**src/sv/efl_pkg.sv**
```systemverilog
// ----------------------------------------------------------------------------
// efl_pkg: shared definitions for the field line tracer
// Operation, status and register codes, control structs and small helpers.
// ----------------------------------------------------------------------------
package efl_pkg;

  localparam logic [1:0] OP_LOAD    = 2'd0;
  localparam logic [1:0] OP_START   = 2'd1;
  localparam logic [1:0] OP_ADVANCE = 2'd2;

  localparam logic [2:0] ST_VERTEX = 3'd0;
  localparam logic [2:0] ST_BOUNDS = 3'd1;
  localparam logic [2:0] ST_LIMIT  = 3'd2;
  localparam logic [2:0] ST_WEAK   = 3'd3;
  localparam logic [2:0] ST_IDLE   = 3'd4;

  localparam logic [2:0] REG_CHARGE_COUNT = 3'd0;
  localparam logic [2:0] REG_STEP_SIZE    = 3'd1;
  localparam logic [2:0] REG_MAX_STEPS    = 3'd2;
  localparam logic [2:0] REG_BOUND_MAX    = 3'd3;
  localparam logic [2:0] REG_MIN_DISTANCE = 3'd4;
  localparam logic [2:0] REG_WEAK_THRESH  = 3'd5;

  typedef struct packed {
    logic start;
    logic mode_sqrt;
  } unit_ctl_t;

  typedef struct packed {
    logic busy;
    logic done;
  } unit_sts_t;

  typedef struct packed {
    logic signed [31:0] x;
    logic signed [31:0] y;
    logic signed [31:0] z;
    logic signed [31:0] q;
  } charge_t;

  function automatic logic [31:0] mag32(input logic signed [31:0] v);
    return v[31] ? (32'd0 - v) : v;
  endfunction

endpackage

```
**src/sv/efl_cmem.sv**
```systemverilog
// ----------------------------------------------------------------------------
// efl_cmem: charge table
// One write port and one registered read port; each entry holds x, y, z, q.
// ----------------------------------------------------------------------------
module efl_cmem #(
  parameter int DEPTH = 16,
  parameter int AW    = 4
) (
  input  logic              clk,
  input  logic              we,
  input  logic [AW-1:0]     waddr,
  input  efl_pkg::charge_t  wdata,
  input  logic [AW-1:0]     raddr,
  output efl_pkg::charge_t  rdata
);

  efl_pkg::charge_t mem [DEPTH];

  always_ff @(posedge clk) begin
    if (we) begin
      mem[waddr] <= wdata;
    end
    rdata <= mem[raddr];
  end

endmodule
```
**config.mk**
```make
export PLATFORM = sky130hd
export DESIGN_NAME = efl_cmem
export DESIGN_NICKNAME = d
export VERILOG_FILES = /design/src/sv/efl_pkg.sv /design/src/sv/efl_cmem.sv
export SDC_FILE = /design/constraint.sdc
export NUM_CORES = 2
export LEC_CHECK = 0
export BUFFER_PORTS_ARGS = -buffer_cell sky130_fd_sc_hd__buf_2
export CAP_MARGIN = 20
export CORE_ASPECT_RATIO = 1.5
export CORE_MARGIN = 4
export CORE_UTILIZATION = 65
export CTS_BUF_LIST = sky130_fd_sc_hd__clkbuf_4
export DETAILED_ROUTE_END_ITERATION = 10
export GPL_ROUTABILITY_DRIVEN = 0
export PLACE_DENSITY = 0.84
export REMOVE_ABC_BUFFERS = 1
export SLEW_MARGIN = 20
export SYNTH_ARGS = -nofsm -noshare
export SYNTH_HDL_FRONTEND = slang
export SYNTH_SLANG_ARGS = --single-unit
```
**constraint.sdc**
```tcl
create_clock -name clk -period 21.5 [get_ports clk]
set_input_delay 4.3 -clock clk [delete_from_list [all_inputs] [get_ports clk]]
set_output_delay 4.3 -clock clk [all_outputs]
set_load 0.02 [all_outputs]
```
# [After elaboration in Yosys (flattened, before gate mapping)]
# Memories as Yosys holds them, arrays and structs flattened. A register that Yosys moved wholly into a read port is not among the register bits.
# Cells that the tools add are included.
[op_classes] muxes=2
[ops] operator="1-bit two-way mux" count=2
[totals] register_bits=0 ram_bits=2048 inputBits=138 output_inout_bits=128 elab_cells=3 n_memories=1
[mem_list] name="mem" depth=16 word_bits=128 rd=1 rd_clocked_by_memory_dff=1 wr=1 line="efl_cmem.sv:17" rtl="efl_pkg::charge_t mem [DEPTH];"

# [Depth between registers and ports, before layout]
[depth] depth_word=2 mapped_depth=8 depth_no_buf=3

# [Worst setup path before layout]
# No wires, ideal clock.
[synth_timing] path_type="input to register" startpoint="input waddr[2]" endpoint="memory mem[0][0] (netlist bit), enable pin" setup_time_ps=774 arrival_ps=13453 path_slack_ps=7273 stages=2 n_path_buf=0 cell_sequence="or3b_2 -> nor3_1"
[synth_rtl] item="start, declared" line="efl_cmem.sv:11" rtl="input logic [AW-1:0] waddr,"
[synth_rtl] item="end, declared" line="efl_cmem.sv:17"
# No word-level cell before the write port.

==> reports/metrics.yaml <==
outcome:
  status: "finished clean"
critical_path:
  required_ns: 22.69
  crit_top_cell: "buf_4"
  rrSetupSlack_ns: 20.01
  start_kind: "input pin"
  crit_chain: "buf_8 -> buf_4 -> buf_12 -> buf_4 -> nand2b_1 -> o221ai_1 -> o22a_1"
  critPathArrivalTime_ns: 7.93
  r2r_end: "rdata[39]"
  cp_slowest_cell: "buf_4"
  max_stage_delay_ns: 0.78
  path_max_fanout: 111
  crit-reg2reg-launch: "mem[0][39]"
  ff2ff_path_depth: 3
  end_kind: "register"
  path_class: "in2reg"
cts:
  cts_tree: "done"
  clk_pin_slew_ns: 0.07
  htreeDepth: 5
  cts_made_buffers: 472
  insertion_delay_ns: 1.36
  cts_resized: 0
  root_buffer: "clkbuf_4"
  clk_path_buf_depth: 4
  cts_hold_buf: 0
  clock_sinks: 2176
  cts_setup_buffers: 0
synth:
  synth_top_family_by_area: "multiplexers"
  synth-seq-cells: 2176
  netlist_top_cells_area: "edfxtp_1 (77%), mux4_2 (14%), dfxtp_1 (3.2%), a22oi_1 (2.0%), mux2_2 (0.84%)"
  yosys.area_share.adder_pct: 0
  synth_top_cell_by_area: "edfxtp_1"
  syn_area_um2: 79500
  yosysWarnings: 0
  synth.distinct_cells: 26
  avgSynthCellArea_um2: 23.7
  syn_inst: 3354
  synth_xor_area_share_pct: 0
  synthMuxAreaShare_pct: 14.7
  ys_seq_area_share_pct: 80.6
  synth_top_area_share_pct: 77.4
  synth_compound_area_share_pct: 2.58
  synthSimpleGateAreaFrac_pct: 0.960
drt:
  via_count: 39100
  drt-total-wl_um: 179000
  drc_errors: 0
  drt_iter0_markers: 5199
  post_drt_wl_per_cell_um: 30.0
  viasPerCell: 6.53
  ant_nets: 0
  first_pass_iters: 5
global_routing:
  grt_pass1_vias: 41300
  gr-usage-all-layers_pct: 28.7
  grt_pass1_wl_um: 266000
  gr-usage-met3_pct: 7.73
  grt_antenna_before_repair: 42
  grt-ovfl-total: 0
  use_met2_pct: 46.5
  use_met1_pct: 38.8
  grt_max_degree: 120
  top_usage_layer: "met2"
flow_run:
  cap_violations: 0
hold_path:
  worstHoldStart: "mem[6][118]"
  whs_path_depth: 3
  hold_class: "reg2reg"
  holdPathEnd: "rdata[118]"
die:
  die-area_um2: 128000
  die_width_um: 294
  core_um2: 121000
  io_pins: 266
  initial_core_util_pct: 65.7
  dieHeight_um: 436
  rows: 156
cells_and_area:
  drive_gt1_share_pct: 37.6
  fillers: 6515
  fin_util_pct: 73.4
  multiInputGateArea_um2: 14700
  regArea_um2: 64100
  nets: 4120
  area_growth_pct: 11.8
timing:
  finalSetupViolCount: 0
  worst_pin_slew_ns: 1.15
  fmax_mhz: 149
  setup_tns_ns: 0
  fin_skew_ns: 0.0770
  setup_slack_ns: 14.77
  slew_viol_final: 0
  relSlewSlack_pct: 23.3
  finalHoldViolCount: 0
  rsz0062_at_grt: "no"
  layout_min_cycle_time_ns: 6.73
  period_share_pct: 31.3
power:
  powerDensity_nw_per_um2: 93.3
  p_leak_nw: 29.2
  ir_drop_uv: 64.4
  finalPower_mw: 8.29
placement:
  dpl.hpwl_um: 86900
  pre_cts_ws_ns: 13.38
  numPortBuffers: 265
-- power breakdown --
group          switching, mW  total (mW)  internal, mW
Clock                   1.51        3.08          1.57
Combinational          0.267       0.432         0.165
Sequential            0.0400        4.78          4.74
-- worst max-delay path by stage --
| stage | to | cells after the start | start | slack [ns] |
|---|---|---|---|---|
| 6_report | rdata[7] | 7 | raddr[1] | 14.77 |
| 5_1_grt | rdata[55] | 7 | raddr[1] | 14.70 |
| 4_1_cts | rdata[108] | 7 | raddr[1] | 14.87 |
| 3_5_place_dp | rdata[108] | 7 | raddr[1] | 13.38 |
| 3_3_place_gp | rdata[55] | 7 | raddr[1] | 13.42 |
| 2_1_floorplan | mem[0][0] | 2 | waddr[2] | 7.27 |
-- final cells by class --
class,count,share of cell area [%]
antenna,37,0.104
clock inverter,139,0.738
sequential,2176,72.1
tap,1580,2.22
multi-input combinational,1001,16.5
clock buffer,716,6.05
timing repair buffer,331,2.29
-- registers in the layout, indices dropped and copies added, names as in the netlist --
register / flops
rdata: 128
mem: 2048
-- routing by layer --
metal  up-vias  wire, um
met5         -       214
met4        28      4890
met3       360     19800
met2      2610     91300
met1     20100     63200
li1      16000         -
-- worst max-delay path, delay by kind of cell --
family	cells	cell delay [ns]
AO/OA/AOI/OAI	2	0.45
buffers and inverters	4	2.40
AND/OR/NAND/NOR	1	0.43
-- cell usage after synthesis --
library cell and number:
mux4_2 479, nand3_1 1, clkbuf_2 1, o22a_1 7
dfxtp_1 128, nor2_1 15, buf_1 15, o221ai_1 22
nand2_1 97, clkbuf_1 73, a221oi_1 11, mux2i_1 25
or3b_2 1, nand3b_1 2, edfxtp_1 2048, buf_6 8
nor2b_1 28, nand2b_1 15, mux2_2 59, or2_2 1
buf_4 35, buf_2 45, nor3_1 4, o21ai_0 15
a22oi_1 216, and2_1 3
-- per-stage QoR --
step	std cells	cell area (um^2)	hold WS [ns]
6_report	5980	88900	0.625
5_1_grt	5957	88800	0.642
4_1_cts	5941	88700	0.631
3_5_place_dp	5086	82700	0.656
3_3_place_gp	5086	82700	0.640
2_1_floorplan	3177	78600	0.635
-- cell usage in the layout, fill, tap and decap left out, drive strengths merged, types with 28 or more instances in the layout --
cell type,count
diode,37
clkbuf,716
mux4,479
dfxtp,128
nand2,97
clkinv,131
a22oi,216
buf,331
nor2b,28
edfxtp,2048
mux2,59
-- cell families after synthesis --
logic type,count (synthesis)
buf+inv,177
simple gates,167
flops,2176
mux,563
compound gates,271
No activity file was read; power rests on OpenSTA's default activity.
