--- src/sv/efl_pkg.sv ---
// ----------------------------------------------------------------------------
// efl_pkg: shared definitions for the field line tracer
// Operation, status and register codes, control structs and small helpers.
// ----------------------------------------------------------------------------
package efl_pkg;

  localparam logic [1:0] OP_LOAD    = 2'd0;
  localparam logic [1:0] OP_START   = 2'd1;
  localparam logic [1:0] OP_ADVANCE = 2'd2;

  localparam logic [2:0] ST_VERTEX = 3'd0;
  localparam logic [2:0] ST_BOUNDS = 3'd1;
  localparam logic [2:0] ST_LIMIT  = 3'd2;
  localparam logic [2:0] ST_WEAK   = 3'd3;
  localparam logic [2:0] ST_IDLE   = 3'd4;

  localparam logic [2:0] REG_CHARGE_COUNT = 3'd0;
  localparam logic [2:0] REG_STEP_SIZE    = 3'd1;
  localparam logic [2:0] REG_MAX_STEPS    = 3'd2;
  localparam logic [2:0] REG_BOUND_MAX    = 3'd3;
  localparam logic [2:0] REG_MIN_DISTANCE = 3'd4;
  localparam logic [2:0] REG_WEAK_THRESH  = 3'd5;

  typedef struct packed {
    logic start;
    logic mode_sqrt;
  } unit_ctl_t;

  typedef struct packed {
    logic busy;
    logic done;
  } unit_sts_t;

  typedef struct packed {
    logic signed [31:0] x;
    logic signed [31:0] y;
    logic signed [31:0] z;
    logic signed [31:0] q;
  } charge_t;

  function automatic logic [31:0] mag32(input logic signed [31:0] v);
    return v[31] ? (32'd0 - v) : v;
  endfunction

endpackage

--- src/sv/efl_unit.sv ---
// ----------------------------------------------------------------------------
// efl_unit: shared iterative divider and square root
// Restoring division, one quotient bit per cycle for a 64-bit quotient, or a floor
// square root of a 64-bit word, one root bit per cycle for a 32-bit root.
// ----------------------------------------------------------------------------
module efl_unit (
  input  logic                 clk,
  input  logic                 rst_n,
  input  efl_pkg::unit_ctl_t   ctl,
  input  logic [63:0]          num,
  input  logic [63:0]          den,
  output efl_pkg::unit_sts_t   sts,
  output logic [63:0]          result
);

  logic        busy_r, busy_nxt;
  logic        done_r, done_nxt;
  logic        mode_r, mode_nxt;
  logic [5:0]  cnt_r, cnt_nxt;
  logic [63:0] rem_r, rem_nxt;
  logic [63:0] acc_r, acc_nxt;
  logic [63:0] sh_r, sh_nxt;
  logic [63:0] den_r, den_nxt;

  logic [64:0] dt;
  logic        dge;
  logic [65:0] qt;
  logic [65:0] trial;
  logic        qge;

  always_comb begin
    dt    = {rem_r, sh_r[63]};
    dge   = dt >= {1'b0, den_r};
    qt    = {rem_r, sh_r[63:62]};
    trial = {acc_r, 2'b01};
    qge   = qt >= trial;

    busy_nxt = busy_r;
    done_nxt = 1'b0;
    mode_nxt = mode_r;
    cnt_nxt  = cnt_r;
    rem_nxt  = rem_r;
    acc_nxt  = acc_r;
    sh_nxt   = sh_r;
    den_nxt  = den_r;

    if (ctl.start && !busy_r) begin
      busy_nxt = 1'b1;
      mode_nxt = ctl.mode_sqrt;
      cnt_nxt  = ctl.mode_sqrt ? 6'd31 : 6'd63;
      rem_nxt  = '0;
      acc_nxt  = '0;
      sh_nxt   = num;
      den_nxt  = den;
    end else if (busy_r) begin
      if (mode_r) begin
        rem_nxt = qge ? 64'(qt - trial) : qt[63:0];
        acc_nxt = {acc_r[62:0], qge};
        sh_nxt  = {sh_r[61:0], 2'b00};
      end else begin
        rem_nxt = dge ? 64'(dt - {1'b0, den_r}) : dt[63:0];
        acc_nxt = {acc_r[62:0], dge};
        sh_nxt  = {sh_r[62:0], 1'b0};
      end
      cnt_nxt = cnt_r - 6'd1;
      if (cnt_r == 6'd0) begin
        busy_nxt = 1'b0;
        done_nxt = 1'b1;
      end
    end
  end

  always_ff @(posedge clk) begin
    if (!rst_n) begin
      busy_r <= 1'b0;
      done_r <= 1'b0;
    end else begin
      busy_r <= busy_nxt;
      done_r <= done_nxt;
    end
    mode_r <= mode_nxt;
    cnt_r  <= cnt_nxt;
    rem_r  <= rem_nxt;
    acc_r  <= acc_nxt;
    sh_r   <= sh_nxt;
    den_r  <= den_nxt;
  end

  assign sts.busy = busy_r;
  assign sts.done = done_r;
  assign result   = acc_r;

endmodule

--- config.mk ---
export PLATFORM = sky130hd
export DESIGN_NAME = efl_unit
export DESIGN_NICKNAME = d
export VERILOG_FILES = /design/src/sv/efl_pkg.sv /design/src/sv/efl_unit.sv
export SDC_FILE = /design/constraint.sdc
export NUM_CORES = 1
export LEC_CHECK = 0
export BUFFER_PORTS_ARGS = -buffer_cell sky130_fd_sc_hd__buf_2
export CAP_MARGIN = 20
export CORE_MARGIN = 2
export CORE_UTILIZATION = 40
export CTS_BUF_LIST = sky130_fd_sc_hd__clkbuf_2
export CTS_CLUSTER_SIZE = 24
export DETAILED_ROUTE_END_ITERATION = 10
export GPL_TIMING_DRIVEN = 0
export HOLD_SLACK_MARGIN = 0.06
export PLACE_DENSITY_LB_ADDON = 0.2
export SLEW_MARGIN = 20
export SYNTH_ARGS = -nofsm -noshare
export SYNTH_HDL_FRONTEND = slang
export SYNTH_SLANG_ARGS = --single-unit
--- constraint.sdc ---
create_clock -name clk -period 3.4 [get_ports clk]
set_clock_uncertainty 0.1 [all_clocks]
set_input_delay 0.34 -clock clk [delete_from_list [all_inputs] [get_ports clk]]
set_output_delay 0.34 -clock clk [all_outputs]
set_load 0.01 [all_outputs]
======== Word-level counts from Yosys, hierarchy flattened ========
Index checks and enable logic that the tools add are counted.
word-level totals
  flip-flop bits (word level) ............. 265
  RAM bits ................................ 0
  output and inout bits ................... 66
  memory bits (read-only) ................. 0
  latch bits .............................. 0
  memories ................................ 0
operators by class
  shifts and indexed selects .............. 0
  eq/ne operators ......................... 0
  reduce and logical (&&, ||, !) cells .... 5
  $mul .................................... 0
  bitwise operators ....................... 2
  multiplexer cells ....................... 14
  order comparisons ....................... 2
  add/subtract/negate cells ............... 3
  div/mod/pow operators ................... 0
operator list
  operator               count
  $mux W64               6
  $sub A64 B64 Y64       2
  $ge A66 B66 Y1         1
  $ge A65 B64 Y1         1
  $mux W6                3
  $logic_not A6 Y1       1
  $sub A6 B1 Y6 const B  1
  $mux W1                5
  $reduce_or A3 Y1       1
  $not A1 Y1             2
  $reduce_bool A2 Y1     1
  $logic_and A1 B1 Y1    1
  $logic_not A1 Y1       1

======== Longest topological paths before layout ========
  depth in word-level cells ............... 4
  gate-level depth with buffers ........... 15
  depth with buffers taken out ............ 14

======== Worst setup path before layout ========
OpenSTA, ideal clock, no wires.
  kind .................................... reg2reg
  start ................................... register busy_r
  end ..................................... register den_r[0], enable pin
  path slack .............................. 0.011 ns
  required time ........................... 2.845 ns
  cell stages (with the launch flop) ...... 6
  arrival ................................. 2.834 ns
  buffers on the path ..................... 2
  cell sequence ........................... dfxtp_1 clkbuf_1 inv_1 nand2_1 inv_2 clkbuf_1
on the way
  cells in the longest elaborated chain, start to end .. 2
RTL lines
  what                    line            source
  from (decl)             efl_unit.sv:16  logic busy_r, busy_nxt;
  from (signal assigned)  efl_unit.sv:78  busy_r <= busy_nxt;
  $logic_not A1 Y1        efl_unit.sv:47  if (ctl.start && !busy_r) begin
  $logic_and A1 B1 Y1     efl_unit.sv:47
  to (signal assigned)    efl_unit.sv:86  den_r <= den_nxt;
  to (decl)               efl_unit.sv:23  logic [63:0] den_r, den_nxt;
No other way between the ends.
A chain may end at the register's enable or synchronous reset.

======== Worst setup path in the final report ========
  start ................................... register rem_r[14]
  end ..................................... register rem_r[12]
on the way
  cells in the longest elaborated chain, start to end .. 3
  elaborated cells between the ends (all ways) .. 5
RTL lines
  what                                                     line                            source
  from (decl)                                              efl_unit.sv:20                  logic [63:0] rem_r, rem_nxt;
  from (signal assigned)                                   efl_unit.sv:83                  rem_r <= rem_nxt;
  $ge A66 B66 Y1 / $ge A65 B64 Y1 (equally long branches)  efl_unit.sv:36, efl_unit.sv:33
  $mux W64, on equally long branches                       efl_unit.sv:57, efl_unit.sv:61
  $mux W64 (*)                                             efl_unit.sv:56                  if (mode_r) begin
Mark *: on every way between the ends. The rest lies on a longest branch, timed or not.

==> qor.yml <==
critical_path:
  crit_path_cell_trace: "ha_4 -> and3_4 -> a221o_1 -> a31oi_2 -> o211ai_1 -> o211a_1 -> o311ai_4 -> and2b_4 -> clkbuf_16 -> buf_12 -> o211ai_1 -> a32o_1"
  crit_slowest_cell: "dfxtp_4"
  required_ps: 4210
  cpPeakStageDelay_ps: 410
  rr_worst_depth: 12
  cp-end-kind: "flop"
  cp_top_family: "compound AO/OA/AOI/OAI gates"
  worst-path-max-fanout: 7
  cpMostUsedCell: "o211ai_1"
  startpoint_type: "flop"
  critPathKind: "flop to flop"
  cp.arrival_ps: 4380
  critPathBufInv: 2
  cp.depth: 12
synth:
  syn_inst: 2313
  synth_common_cells: "359 x nand2_1, 169 x o21ai_0, 168 x inv_1, 166 x a21oi_1, 135 x edfxtp_1"
  synth_nets: 2578
  synth_edf_count: 135
  yosys.area.top_type: "edfxtp_1"
  syn_area_per_cell_um2: 8.38
  ys_ff_latch: 265
  netlist.area_leader.share_pct: 20.9
  ys_types: 83
  ys_seq_area_share_pct: 34.3
  dominantRegCellSynth: "edfxtp_1"
  post-synth-top-count-cell: "nand2_1"
  syn-cell-area_um2: 19400
  async_flop_share_pct: 0
  ys_warn_count: 0
  synth.area.top_cells: "edfxtp_1 21%, dfxtp_1 13%, ha_1 8.5%, nand2_1 7.0%, o21ai_0 4.4%"
finish:
  finalNonFillerCells: 3579
  synthToLayoutAreaGrowth_pct: 38.8
  final_area_um2: 26900
  utilization_pct: 56.3
  drive_gt1_share_pct: 25.0
  nNetsFinal: 3174
status:
  status: "finished, violations left"
  violations: "negative setup slack"
placement:
  dp_hpwl_mm: 54.2
  pre_cts_ws_ps: -834
  placed_area_um2: 21200
  place_inst: 3128
  place_congestion: 0.948
  port_buffers: 197
routing:
  num_vias: 20620
  ant_nets: 0
  drtIter0Drc: 1451
  drc: 0
  wl_mm: 76.1
  viasPerCell: 5.76
  dr.pass1.iters: 5
  wire_per_inst_um: 21.3
floorplan:
  die_y_um: 224
  io-pin-count: 198
  core_area_um2: 47700
  die_x_um: 224
  die-area_um2: 50200
  row_count: 80
  initial_core_util_pct: 40.6
sta:
  post-route-period-util_pct: 105
  drv_slew: 0
  finalHoldViolations: 0
  rsz0062_at_grt: "true"
  setup_viol: 57
  max_freq_mhz: 280
  min_period_ps: 3570
  setup_ws_ps: -171
  max_slew.worst_pin.slew_ps: 1120
  slew_headroom_pct: 25.2
min_path:
  hp-class: "input port to flop"
  whs_path_depth: 6
clocking:
  cts_tree: "done"
  cts.path.max_buffers: 3
  htreeDepth: 3
  cts_root_buffer: "clkbuf_2"
  cts_sinks: 265
  clk_pin_slew_worst_paths_ps: 120
  clk_latency_ps: 1080
  numCtsBuffers: 75
pwr:
  p_per_area_nw_per_um2: 881
  peakVddDrop_mv: 0.476
  leakage_uw: 0.0112
global_routing:
  grt_usage_pct: 29.3
  overflow: 0
  grt_pass1_wl_mm: 114
  grt_max_degree: 43
  grt_antenna_before_repair: 4
  grt_pass1_vias: 20332
run:
  drv_cap: 0
==> worst register-to-register path, delay by kind of cell (launching register included) <==
| kind | cells | cell delay [ps] |
|---|---|---|
| DFF | 1 | 410 |
| AOI/OAI and AO/OA | 7 | 1840 |
| and+or+nand+nor | 2 | 480 |
| buffers and inverters | 2 | 330 |
| adders and majority gates | 1 | 260 |
==> what timing repair did <==
item | CTS | global route
hold endpoints to repair | 147 | 0
hold buffers | 260 | 0
endpoints found under the setup margin | 65 | 65
pin swaps | 79 | 81
gates resized for setup | 248 | 183
setup buffers | 52 | 38
cloned | 3 | 4
==> power by group <==
group / internal [uW] / switching (uW) / total (uW)
clock network: 1070 / 1490 / 2560
registers: 4000 / 1020 / 5020
logic: 7020 / 9080 / 16100
==> through the flow <==
stage               hold WS [ps]  setup TNS (ps)  power, uW
detailed placement           369          -40660      16900
finish                       246           -4700      23700
global placement             356         -243830      16900
global route                 211           -8610      25100
CTS                          121           -1040      21700
floorplan                    339               0      13300
==> final timing paths <==
path | endpoint | slack (ps) | start
max | rem_r[12]$_SDFFE_PP0P_ | -170 | rem_r[14]$_SDFFE_PP0P_
min | rem_r[47]$_SDFFE_PP0P_ | 250 | ctl[1]
max reg2reg | rem_r[12]$_SDFFE_PP0P_ | -170 | rem_r[14]$_SDFFE_PP0P_
min reg2reg | result[30]$_SDFFE_PP0P_ | 360 | result[29]$_SDFFE_PP0P_
==> layout make-up <==
| type | instances | area (um2) |
|---|---|---|
| flip-flops and latches | 265 | 6800 |
| multi-input cells | 1739 | 12800 |
| clock buffers | 107 | 536 |
| plain buffers | 102 | 599 |
| clock inverters | 22 | 175 |
| inverters | 170 | 641 |
| repair buffers | 556 | 4520 |
| fillers | 4310 | 20800 |
| diodes | 3 | 7.51 |
| well taps | 615 | 769 |
==> state kept, by name, summed over array words and instances (netlist names) <==
register,cells
den_r,64
rem_r,64
result,64
sh_r,64
cnt_r,6
busy_r,1
done_r,1
mode_r,1
==> layer usage <==
layer | track usage, % | vias to the layer above | part of all wire (%)
met1 | 37.6 | 9806 | 43
li1 | - | 9744 | -
met3 | 4.97 | 177 | 7.4
met5 | 0 | - | 0
met2 | 48.4 | 893 | 46
met4 | 13.0 | 0 | 4.1
==> cells in the final DEF (no fill, tap or decap), drive strengths merged, types with 17 or more instances in the layout <==
cell type      n
a211oi        23
a21o          59
a21oi        168
a31oi         19
a32o          25
and2          18
and3          25
buf          332
clkbuf       173
clkinv        17
dfxtp        130
dlygate4sd3  260
edfxtp       135
ha           132
inv          171
mux2i         77
nand2        359
nand3         23
nand4         46
nor2          84
nor3          33
o211ai        69
o21ai        174
o21bai        20
o31ai         78
xnor2         64
xor2          43
==> cell families after synthesis <==
group	synth area share, %
buffers and inverters	6.30
muxes	4.23
AOI/OAI and AO/OA	26.4
DFF	34.3
xor gates and xnor gates	4.83
adders and majority gates	8.62
and+or+nand+nor	15.3
Power figures use the tool's default switching activity.
